<file path="src/hw/rtl/assert_macros.svh">
// assertion macros used by the top level rtl file
`ifndef ASSERT_MACROS_SVH
`define ASSERT_MACROS_SVH
`ifndef SYNTH
// property that must hold at every clock edge out of reset
`define ASSERT_PROP(lbl, prop, msg) \
  lbl: assert property (@(posedge clk_i) disable iff (!rst_ni) prop) else $error(msg);
// condition that must never be seen out of reset
`define ASSERT_NEVER(lbl, cond, msg) \
  lbl: assert property (@(posedge clk_i) disable iff (!rst_ni) !(cond)) else $error(msg);
`else
`define ASSERT_PROP(lbl, prop, msg)
`define ASSERT_NEVER(lbl, cond, msg)
`endif
`endif

</file>
<file path="src/hw/rtl/npcs_pkg.sv">
// types, constants and palette table of the nearest palette color search
`timescale 1ns / 1ps
package npcs_pkg;

  localparam int unsigned PAL_DEPTH = 128;
  localparam int unsigned IDX_W     = 7;
  localparam int unsigned CHAN_W    = 8;
  localparam int unsigned SQ_W      = 16;
  localparam int unsigned DIST_W    = 18;

  localparam logic [DIST_W-1:0] START_DIST = DIST_W'(255 * 255 * 3);
  localparam logic [IDX_W-1:0]  LAST_IDX   = IDX_W'(PAL_DEPTH - 1);
  localparam logic [CHAN_W-1:0] LVL_MAX    = 8'd255;
  localparam logic [CHAN_W-1:0] HIGH_BASE  = 8'd127;
  localparam logic [3:0]        HIGH_STEPS = 4'd8;
  localparam logic [2:0]        HIGH_GRP   = 3'd6;

  // channel mask per group: bit 0 red, bit 1 green, bit 2 blue
  localparam logic [2:0] GROUP_CHAN [8] = '{3'b001, 3'b011, 3'b010, 3'b110,
                                            3'b100, 3'b101, 3'b001, 3'b111};

  typedef struct packed {
    logic [CHAN_W-1:0] red;
    logic [CHAN_W-1:0] green;
    logic [CHAN_W-1:0] blue;
  } pal_entry_t;

  // tag that travels with each palette entry down the pipeline
  typedef struct packed {
    logic             vld;
    logic             last;
    logic [IDX_W-1:0] idx;
  } tag_t;

  // palette color of one index
  function automatic pal_entry_t pal_entry(input logic [IDX_W-1:0] idx);
    logic [2:0]        grp;
    logic [3:0]        step;
    logic [CHAN_W-1:0] lvl;
    logic [2:0]        chan;
    pal_entry_t        e;
    grp  = idx[6:4];
    step = idx[3:0];
    if (grp < HIGH_GRP) begin
      // step zero would be -1, taken as black
      lvl = (step == 4'd0) ? '0 : {step - 4'd1, 4'hF};
    end else begin
      // bright levels saturate at full scale
      lvl = (step > HIGH_STEPS) ? LVL_MAX : {step, 4'h0} + HIGH_BASE;
    end
    chan    = GROUP_CHAN[grp];
    e.red   = chan[0] ? lvl : '0;
    e.green = chan[1] ? lvl : '0;
    e.blue  = chan[2] ? lvl : '0;
    return e;
  endfunction

endpackage

</file>
<file path="src/hw/rtl/npcs_palette.sv">
// palette table with a registered read port
`timescale 1ns / 1ps
module npcs_palette
  import npcs_pkg::*;
(
  input  logic       clk_i,
  input  logic       rst_ni,
  input  tag_t       tag_i,
  output tag_t       tag_o,
  output pal_entry_t entry_o
);

  tag_t       tag_q;
  pal_entry_t entry_q;

  // read data register
  always_ff @(posedge clk_i) begin
    entry_q <= pal_entry(tag_i.idx);
  end

  // tag follows the read
  always_ff @(posedge clk_i or negedge rst_ni) begin
    if (!rst_ni) begin
      tag_q <= '0;
    end else begin
      tag_q <= tag_i;
    end
  end

  assign tag_o   = tag_q;
  assign entry_o = entry_q;

endmodule

</file>
<file path="src/hw/rtl/npcs_dist.sv">
// squared distance between the color and one palette entry, two stages
`timescale 1ns / 1ps
module npcs_dist
  import npcs_pkg::*;
(
  input  logic              clk_i,
  input  logic              rst_ni,
  input  tag_t              tag_i,
  input  pal_entry_t        entry_i,
  input  logic [CHAN_W-1:0] red_i,
  input  logic [CHAN_W-1:0] green_i,
  input  logic [CHAN_W-1:0] blue_i,
  output tag_t              tag_o,
  output logic [DIST_W-1:0] dist_o
);

  function automatic logic [SQ_W-1:0] sq_diff(input logic [CHAN_W-1:0] a,
                                              input logic [CHAN_W-1:0] b);
    logic [SQ_W-1:0] d;
    d = SQ_W'((a > b) ? a - b : b - a);
    return d * d;
  endfunction

  tag_t              sq_tag_q;
  tag_t              sum_tag_q;
  logic [SQ_W-1:0]   sq_r_q;
  logic [SQ_W-1:0]   sq_g_q;
  logic [SQ_W-1:0]   sq_b_q;
  logic [DIST_W-1:0] sum_q;

  // per channel squares
  always_ff @(posedge clk_i) begin
    sq_r_q <= sq_diff(entry_i.red, red_i);
    sq_g_q <= sq_diff(entry_i.green, green_i);
    sq_b_q <= sq_diff(entry_i.blue, blue_i);
  end

  // sum of the squares
  always_ff @(posedge clk_i) begin
    sum_q <= DIST_W'(sq_r_q) + DIST_W'(sq_g_q) + DIST_W'(sq_b_q);
  end

  // tags for both stages
  always_ff @(posedge clk_i or negedge rst_ni) begin
    if (!rst_ni) begin
      sq_tag_q  <= '0;
      sum_tag_q <= '0;
    end else begin
      sq_tag_q  <= tag_i;
      sum_tag_q <= sq_tag_q;
    end
  end

  assign tag_o  = sum_tag_q;
  assign dist_o = sum_q;

endmodule

</file>
<file path="src/hw/rtl/nearest_palette_color_search.sv">
// top level of the nearest palette color search
`timescale 1ns / 1ps
// Finds the index of the nearest of 128 fixed palette colors to an RGB color,
// by squared Euclidean distance, lowest index on a tie.
// Input: a word (red_i, green_i, blue_i) is taken at a rising edge with start
// high and busy low. busy stays high until done_o rises.
// Output: palette_index_o is valid for exactly one cycle, marked by done_o;
// the receiver cannot stall, so the result is taken in that cycle.
// Sequence: the address counter walks the palette table one entry per cycle,
// then the table read, square and sum stages and the compare feed the result
// register; done_o rises at the same edge at which busy drops, so a new word
// can be taken at the edge that ends the done_o cycle.
// Words do not overlap: a new word is taken only after the last result, since
// the single distance datapath is shared by all palette entries.
// Reset: asynchronous, active low; the block comes up idle with busy low
// and done_o low.
module nearest_palette_color_search
  import npcs_pkg::*;
(
  input  logic              clk_i,
  input  logic              rst_ni,
  input  logic              start,
  output logic              busy,
  input  logic [CHAN_W-1:0] red_i,
  input  logic [CHAN_W-1:0] green_i,
  input  logic [CHAN_W-1:0] blue_i,
  output logic              done_o,
  output logic [IDX_W-1:0]  palette_index_o
);

`include "assert_macros.svh"

  localparam logic [1:0] ST_IDLE  = 2'd0;
  localparam logic [1:0] ST_SCAN  = 2'd1;
  localparam logic [1:0] ST_DRAIN = 2'd2;

  logic [1:0]        state_q, state_d;
  logic [IDX_W-1:0]  idx_q;
  logic [CHAN_W-1:0] red_q, green_q, blue_q;
  logic [DIST_W-1:0] best_dist_q;
  logic [IDX_W-1:0]  best_idx_q;
  logic              done_q;
  logic [IDX_W-1:0]  index_q;
  logic              accept;
  logic              win;
  tag_t              issue_tag;
  tag_t              rd_tag;
  tag_t              cmp_tag;
  pal_entry_t        rd_entry;
  logic [DIST_W-1:0] cmp_dist;

  assign accept = start && (state_q == ST_IDLE);
  assign busy   = (state_q != ST_IDLE);

  // address issue
  assign issue_tag.vld  = (state_q == ST_SCAN);
  assign issue_tag.last = (idx_q == LAST_IDX);
  assign issue_tag.idx  = idx_q;

  npcs_palette u_palette (
    .clk_i   (clk_i),
    .rst_ni  (rst_ni),
    .tag_i   (issue_tag),
    .tag_o   (rd_tag),
    .entry_o (rd_entry)
  );

  npcs_dist u_dist (
    .clk_i   (clk_i),
    .rst_ni  (rst_ni),
    .tag_i   (rd_tag),
    .entry_i (rd_entry),
    .red_i   (red_q),
    .green_i (green_q),
    .blue_i  (blue_q),
    .tag_o   (cmp_tag),
    .dist_o  (cmp_dist)
  );

  // strictly smaller wins, keeps the lowest index on a tie
  assign win = cmp_dist < best_dist_q;

  // sequencer
  always_comb begin
    state_d = state_q;
    unique case (state_q)
      ST_IDLE: begin
        if (start) state_d = ST_SCAN;
      end
      ST_SCAN: begin
        if (idx_q == LAST_IDX) state_d = ST_DRAIN;
      end
      ST_DRAIN: begin
        if (cmp_tag.vld && cmp_tag.last) state_d = ST_IDLE;
      end
      default: state_d = ST_IDLE;
    endcase
  end

  always_ff @(posedge clk_i or negedge rst_ni) begin
    if (!rst_ni) begin
      state_q <= ST_IDLE;
      idx_q   <= '0;
      done_q  <= 1'b0;
    end else begin
      state_q <= state_d;
      done_q  <= cmp_tag.vld && cmp_tag.last;
      if (accept) begin
        idx_q <= '0;
      end else if (state_q == ST_SCAN) begin
        idx_q <= idx_q + IDX_W'(1);
      end
    end
  end

  // input word capture
  always_ff @(posedge clk_i) begin
    if (accept) begin
      red_q   <= red_i;
      green_q <= green_i;
      blue_q  <= blue_i;
    end
  end

  // running best and result register
  always_ff @(posedge clk_i) begin
    if (accept) begin
      best_dist_q <= START_DIST;
      best_idx_q  <= '0;
    end else if (cmp_tag.vld && win) begin
      best_dist_q <= cmp_dist;
      best_idx_q  <= cmp_tag.idx;
    end
    if (cmp_tag.vld && cmp_tag.last) begin
      index_q <= win ? cmp_tag.idx : best_idx_q;
    end
  end

  assign done_o          = done_q;
  assign palette_index_o = index_q;

  // checks
  `ASSERT_PROP(a_accept_busy, (start && !busy) |=> busy, "accepted word did not raise busy")
  `ASSERT_PROP(a_done_idle, done_o |-> !busy, "result shown while still busy")
  `ASSERT_PROP(a_done_pulse, done_o |=> !done_o, "result strobe longer than one cycle")
  `ASSERT_NEVER(a_tag_idle, cmp_tag.vld && !busy, "pipeline entry while idle")

endmodule
</file>
<file path="config.mk">
export PLATFORM = sky130hd
export DESIGN_NAME = nearest_palette_color_search
export DESIGN_NICKNAME = d
export VERILOG_FILES = /design/src/hw/rtl/npcs_pkg.sv /design/src/hw/rtl/npcs_palette.sv /design/src/hw/rtl/npcs_dist.sv /design/src/hw/rtl/nearest_palette_color_search.sv
export VERILOG_INCLUDE_DIRS = /design/src /design/src/hw/rtl
export SDC_FILE = /design/constraint.sdc
export NUM_CORES = 1
export LEC_CHECK = 0
export BUFFER_PORTS_ARGS = -buffer_cell sky130_fd_sc_hd__buf_2
export CORE_MARGIN = 1
export CORE_UTILIZATION = 55
export CTS_CLUSTER_SIZE = 28
export DETAILED_ROUTE_END_ITERATION = 7
export PLACE_DENSITY = 0.83
export SYNTH_ARGS = -nofsm -noshare
export SYNTH_HDL_FRONTEND = slang
export SYNTH_SLANG_ARGS = --single-unit
</file>
<file path="constraint.sdc">
create_clock -name clk_i -period 23.3 [get_ports clk_i]
set_input_delay 2.33 -clock clk_i [delete_from_list [all_inputs] [get_ports clk_i]]
set_output_delay 2.33 -clock clk_i [all_outputs]
set_load 0.05 [all_outputs]
</file>
==> impl_metrics.yaml, run 1 <==
detailed_routing:
  via_per_inst: 5.31
  drt_wl_total_mm: 34.7
  drt_iter0_markers: 650
  antenna_left: 0
  drc: 0
  dr.pass1.iters: 5
  vias: 12200
  wl_per_cell_um: 15.1
logic_synthesis:
  ys_types: 74
  synth_cells: 1858
  ys_ff_latch: 171
  yosysWarnings: 0
  ys_seq_area_frac: 0.222
  ys.flop_type: "dfxtp_1"
  syn_avg_cell_area_sq_um: 9.49
  synth-async-reset-ratio: 0.216
  synth_edf_count: 31
  synth_area_sq_mm: 0.0176
  synth_nets: 2325
cts:
  holdBufCountCts: 0
  h-tree-depth: 4
  clock_latency_ns: 0.45
  cts_root_buf: "clkbuf_16"
  post_cts_buffers: 0
  cts_tree: "yes"
  cts-buffers-inserted: 17
  clkSinkCount: 171
  cts_resized: 0
  path_clk_slew_ns: 0.08
  cts_buffer_depth: 2
min_path:
  hp-start: "u_dist.sq_tag_q[4]"
  hp-class: "reg2reg"
critical_path:
  arrival_ns: 8.66
  rr_worst_depth: 29
  rr_startpoint: "blue_q[1]"
  cp_num_cells: 29
  path_buf_inv: 7
  crit_type: "reg2reg"
  cp.required_ns: 23.63
  path_max_fanout: 11
  r2r_setup_slack_ns: 14.96
  crit_slowest_cell: "fa_1"
  crit_start: "blue_q[1]"
  crit_end: "u_dist.sq_b_q[15]"
  worstSetupStartpointType: "flop"
  critPathCaptureType: "flop"
  rr_endpoint: "u_dist.sq_b_q[15]"
  crit_path_frequent_cell: "inv_1"
  critPathMaxStageDelay_ns: 0.66
  path_delay_family: "adder cells"
cells_and_area:
  finalInstanceArea_sq_mm: 0.0188
  fin_nets: 2353
  nFillCells: 2468
  area_growth_pct: 6.90
  multi_input_area_sq_mm: 0.0120
  seqCellArea_sq_mm: 0.00392
  drive_above_1_share: 0.0658
  insertedDiodeCount: 0
  layout_commonest_cell: "inv_1"
  layout_common_cells: "inv_1 (421), ha_1 (238), fa_1 (202)"
sta:
  tns_ns: 0
  finalCriticalPeriod_ns: 8.34
  fmax_mhz: 120
  setup_viol: 0
  tightest_slew_ns: 1.09
  slew_headroom: 0.274
  hold_viol_final: 0
  drv_slew: 0
  min_period_over_period: 0.358
  finClkSkew_ns: 0.0152
  rsz0062_at_grt: "false"
floorplanning:
  die_w_um: 181
  core-area_sq_mm: 0.0316
  initial_utilization: 0.559
  rows: 65
  boundaryPins: 36
  die_h_um: 181
  dieArea_sq_mm: 0.0328
global_route:
  grt_usage: 0.228
  antenna_found_initial: 0
  grt-ovfl-total: 0
  grt_max_degree: 41
  grt_pass1_wl_mm: 61.0
  grt_pass1_vias: 13300
placement:
  numPortBuffers: 35
  routabilityCongestion: 0.872
  place_area_sq_mm: 0.0182
  dp_hpwl_mm: 28.3
job:
  drv_cap: 0
status:
  status: "finished, final reports clean"
stage by stage:
| stage | utilization | setup WS (ns) | std cells | hold slack, ns |
|---|---|---|---|---|
| after floorplan | - | 15.68 | 1858 | 0.331 |
| after global placement | 0.577 | 15.30 | 2269 | 0.332 |
| after detailed placement | 0.577 | 15.00 | 2269 | 0.335 |
| after CTS | 0.597 | 14.96 | 2301 | 0.352 |
| after global routing | 0.597 | 14.39 | 2301 | 0.358 |
| final | 0.597 | 14.96 | 2301 | 0.346 |
worst register-to-register path: cells and delay by family, from the launching register on:
kind,cells,cell delay (ns)
adder cells (fa/ha/maj),8,3.90
AO/OA/AOI/OAI,7,1.87
AND/OR/NAND/NOR,4,0.69
buffers and inverters,7,0.62
flip-flops,1,0.44
multiplexers,1,0.39
XOR/XNOR,2,0.28
worst min-delay path by stage:
stage,to,cells after the start
3_3_place_gp,u_dist.sq_tag_q[5],0
3_5_place_dp,u_dist.sq_tag_q[6],0
4_1_cts,u_dist.tag_o[8],0
2_1_floorplan,u_dist.sq_tag_q[0],0
6_report,u_dist.tag_o[4],0
5_1_grt,u_dist.tag_o[3],0
final cells by class:
| type | count | area share |
|---|---|---|
| multi-input combinational | 1231 | 0.636 |
| sequential | 171 | 0.208 |
| inverter | 424 | 0.0845 |
| tap | 402 | 0.0267 |
| clock buffer | 17 | 0.0226 |
| timing repair buffer | 41 | 0.0117 |
| clock inverter | 15 | 0.0110 |
registers in the layout (all words and copies together) (netlist names):
name               flops
blue_q                 8
u_dist.tag_o           9
done_o                 1
u_palette.entry_o     15
u_dist.sq_tag_q        9
best_idx_q             7
best_dist_q           18
palette_index_o        7
green_q                8
u_dist.sq_g_q         15
idx_q                  7
u_dist.sq_r_q         15
u_dist.sq_b_q         15
u_palette.tag_o        9
state_q                2
u_dist.dist_o         18
red_q                  8
synth_stat cells (all sizes together) (3+ instances only):
library cell,number,area share
a211oi,7,0.0037
a21o,33,0.014
a21oi,90,0.026
a22o,3,0.0016
a31oi,5,0.0021
and2,4,0.0014
and3,3,0.0011
and4,3,0.0015
buf,8,0.0028
clkbuf,24,0.0052
dfrtp,37,0.053
dfxtp,103,0.12
edfxtp,31,0.053
fa,202,0.23
ha,238,0.17
inv,423,0.090
mux2,10,0.0066
mux2i,21,0.012
nand2,105,0.022
nand2b,29,0.010
nand3,13,0.0037
nand4,7,0.0025
nor2,122,0.027
nor2b,17,0.0060
nor3,25,0.0071
o211ai,16,0.0068
o21a,13,0.0055
o21ai,43,0.012
o21bai,16,0.0068
o31ai,3,0.0013
or2,22,0.0078
or3,8,0.0028
xnor2,104,0.053
xor2,41,0.021
routing by layer:
metal | up-vias | track usage | part of all wire
li1 | 5903 | - | -
met1 | 6007 | 0.272 | 0.42
met2 | 249 | 0.421 | 0.52
met3 | 55 | 0.0292 | 0.033
met4 | 0 | 0.0753 | 0.022
met5 | - | 0 | 0
cells by family after synthesis:
kind of cell,Yosys count,share of synthesized area
flops,171,0.222
fa+ha+maj,440,0.398
xor+xnor,146,0.0746
mux,31,0.0185
simple gates,363,0.0955
compound gates,251,0.0924
buf+inv,456,0.0982
Power of run 1 is left out: the tool's default activity adds up to more than one toggle a clock period on the data nets, which glitch-free logic cannot reach.
==> run 2, diff against run 1 <==
Clock period 23.3 ns to 7.8 ns, I/O delays scaled along.
==> run 2 against run 1 <==
Compared with the run above:
- worst hold slack gained 0.0028 ns
- final cell count grew 1.4%
- flip-flop and latch count is the same
- sequential share of layout area shrank 0.34 points
- critical path depth is the same
- register-to-register slack lost 15 ns
- die area is the same
- setup slack lost 15 ns
- via count grew 1.3%
- count of clock-buffer cells in the layout grew 3
- largest cell class unchanged
- cell area grew 1.7%
- clock skew shrank 0.0011 ns
==> impl_metrics.yaml, run 2 (synthesized netlist as in run 1, its figures left out) <==
detailed_routing:
  drt_wl_total_mm: 35.4
  vias: 12400
  drt_iter0_markers: 603
  dr.pass1.iters: 5
  wl_per_cell_um: 15.2
  antenna_left: 0
  drc: 0
  via_per_inst: 5.30
global_route:
  grt_max_degree: 41
  grt_pass1_wl_mm: 60.3
  grt_pass1_vias: 13300
  grt-ovfl-total: 0
  antenna_found_initial: 1
  grt_usage: 0.226
critical_path:
  crit_slowest_cell: "fa_1"
  rr_worst_depth: 29
  path_max_fanout: 8
  cp.required_ns: 8.12
  crit_type: "reg2reg"
  rr_endpoint: "u_dist.sq_b_q[15]"
  r2r_setup_slack_ns: 0.30
  rr_startpoint: "blue_q[1]"
  arrival_ns: 7.82
  critPathCaptureType: "flop"
  worstSetupStartpointType: "flop"
  crit_path_frequent_cell: "inv_1"
  critPathMaxStageDelay_ns: 0.55
min_path:
  holdPathEnd: "u_dist.tag_o[2]"
  hp-start: "u_dist.sq_tag_q[2]"
  hp-class: "reg2reg"
  whs_path_depth: 0
status:
  status: "finished, final reports clean"
cts:
  path_clk_slew_ns: 0.07
  cts_tree: "yes"
  cts_buffer_depth: 2
  clock_latency_ns: 0.44
  cts-buffers-inserted: 17
  cts_root_buf: "clkbuf_16"
  clkSinkCount: 171
  h-tree-depth: 4
placement:
  routabilityCongestion: 0.864
  dp.cells: 2293
  dp_hpwl_mm: 28.7
  numPortBuffers: 35
cells_and_area:
  area_growth_pct: 8.75
  fin_nets: 2385
  layout_common_cells: "inv_1 (419), ha_1 (236), fa_1 (199)"
  fin_cells: 2333
  seqCellArea_sq_mm: 0.00392
  drive_above_1_share: 0.0922
  multi_input_area_sq_mm: 0.0121
  layout_commonest_cell: "inv_1"
  insertedDiodeCount: 0
  nFillCells: 2456
sta:
  fmax_mhz: 133
  finalCriticalPeriod_ns: 7.50
  setup_viol: 0
  hold_viol_final: 0
  finClkSkew_ns: 0.0141
  slew_headroom: 0.449
  tightest_slew_ns: 0.827
  drv_slew: 0
  min_period_over_period: 0.961
floorplanning:
  die_w_um: 181
  initial_utilization: 0.559
  boundaryPins: 36
  die_h_um: 181
  rows: 65
  core-area_sq_mm: 0.0316
  dieArea_sq_mm: 0.0328
job:
  drv_cap: 0
-- run 2: area by class of cell --
class | count | area share
well taps | 402 | 0.0262
multi-input cells | 1231 | 0.631
clock buffers | 20 | 0.0250
clock inverters | 12 | 0.00640
repair buffers | 73 | 0.0240
flip-flops and latches | 171 | 0.205
inverters | 424 | 0.0832
-- run 2: stage by stage --
stage	cell area (sq um)	hold WS, ns	utilization	worst slack, ns	setup TNS, ns
floorplan	17600	0.331	-	0.176	0
global placement	18400	0.332	0.583	0.218	0
detailed placement	18400	0.336	0.583	-0.120	-0.121
CTS	19000	0.353	0.602	0.0553	0
global route	19200	0.356	0.607	-0.0238	-0.0394
finish	19200	0.349	0.607	0.304	0
-- run 2: worst max path at each step --
stage	start	endpoint	slack, ns	depth (start not counted)
2_1_floorplan	u_palette.entry_o[3]	u_dist.sq_b_q[15]	0.18	30
3_3_place_gp	u_palette.entry_o[3]	u_dist.sq_b_q[15]	0.22	27
3_5_place_dp	u_palette.entry_o[3]	u_dist.sq_b_q[15]	-0.12	27
4_1_cts	red_q[1]	u_dist.sq_r_q[15]	0.06	27
5_1_grt	red_q[1]	u_dist.sq_r_q[15]	-0.02	34
6_report	blue_q[1]	u_dist.sq_b_q[15]	0.30	29
-- run 2: metal layers --
| metal | part of all wire | GRT usage | vias up |
|---|---|---|---|
| li1 | - | - | 5957 |
| met1 | 0.43 | 0.278 | 6110 |
| met2 | 0.52 | 0.411 | 237 |
| met3 | 0.031 | 0.0294 | 66 |
| met4 | 0.021 | 0.0678 | 0 |
| met5 | 0 | 0 | - |
-- run 2: worst max-delay path, delay by kind of cell (launching register included) --
kind	cells	cell delay, ns
xor gates and xnor gates	2	0.27
and+or+nand+nor	4	0.43
DFF	1	0.41
buffers and inverters	7	0.49
AOI/OAI and AO/OA	8	1.95
adders and majority gates	8	3.80
-- run 2: what timing repair did --
| item | 4_1_cts | 5_1_grt |
|---|---|---|
| pin swaps | 1 | 5 |
| hold buffers | 0 | 0 |
| buffers inserted | 0 | 8 |
| resized for setup | 5 | 26 |
| endpoints found under the setup margin | 3 | 10 |
Power of run 2 is left out for the same reason.
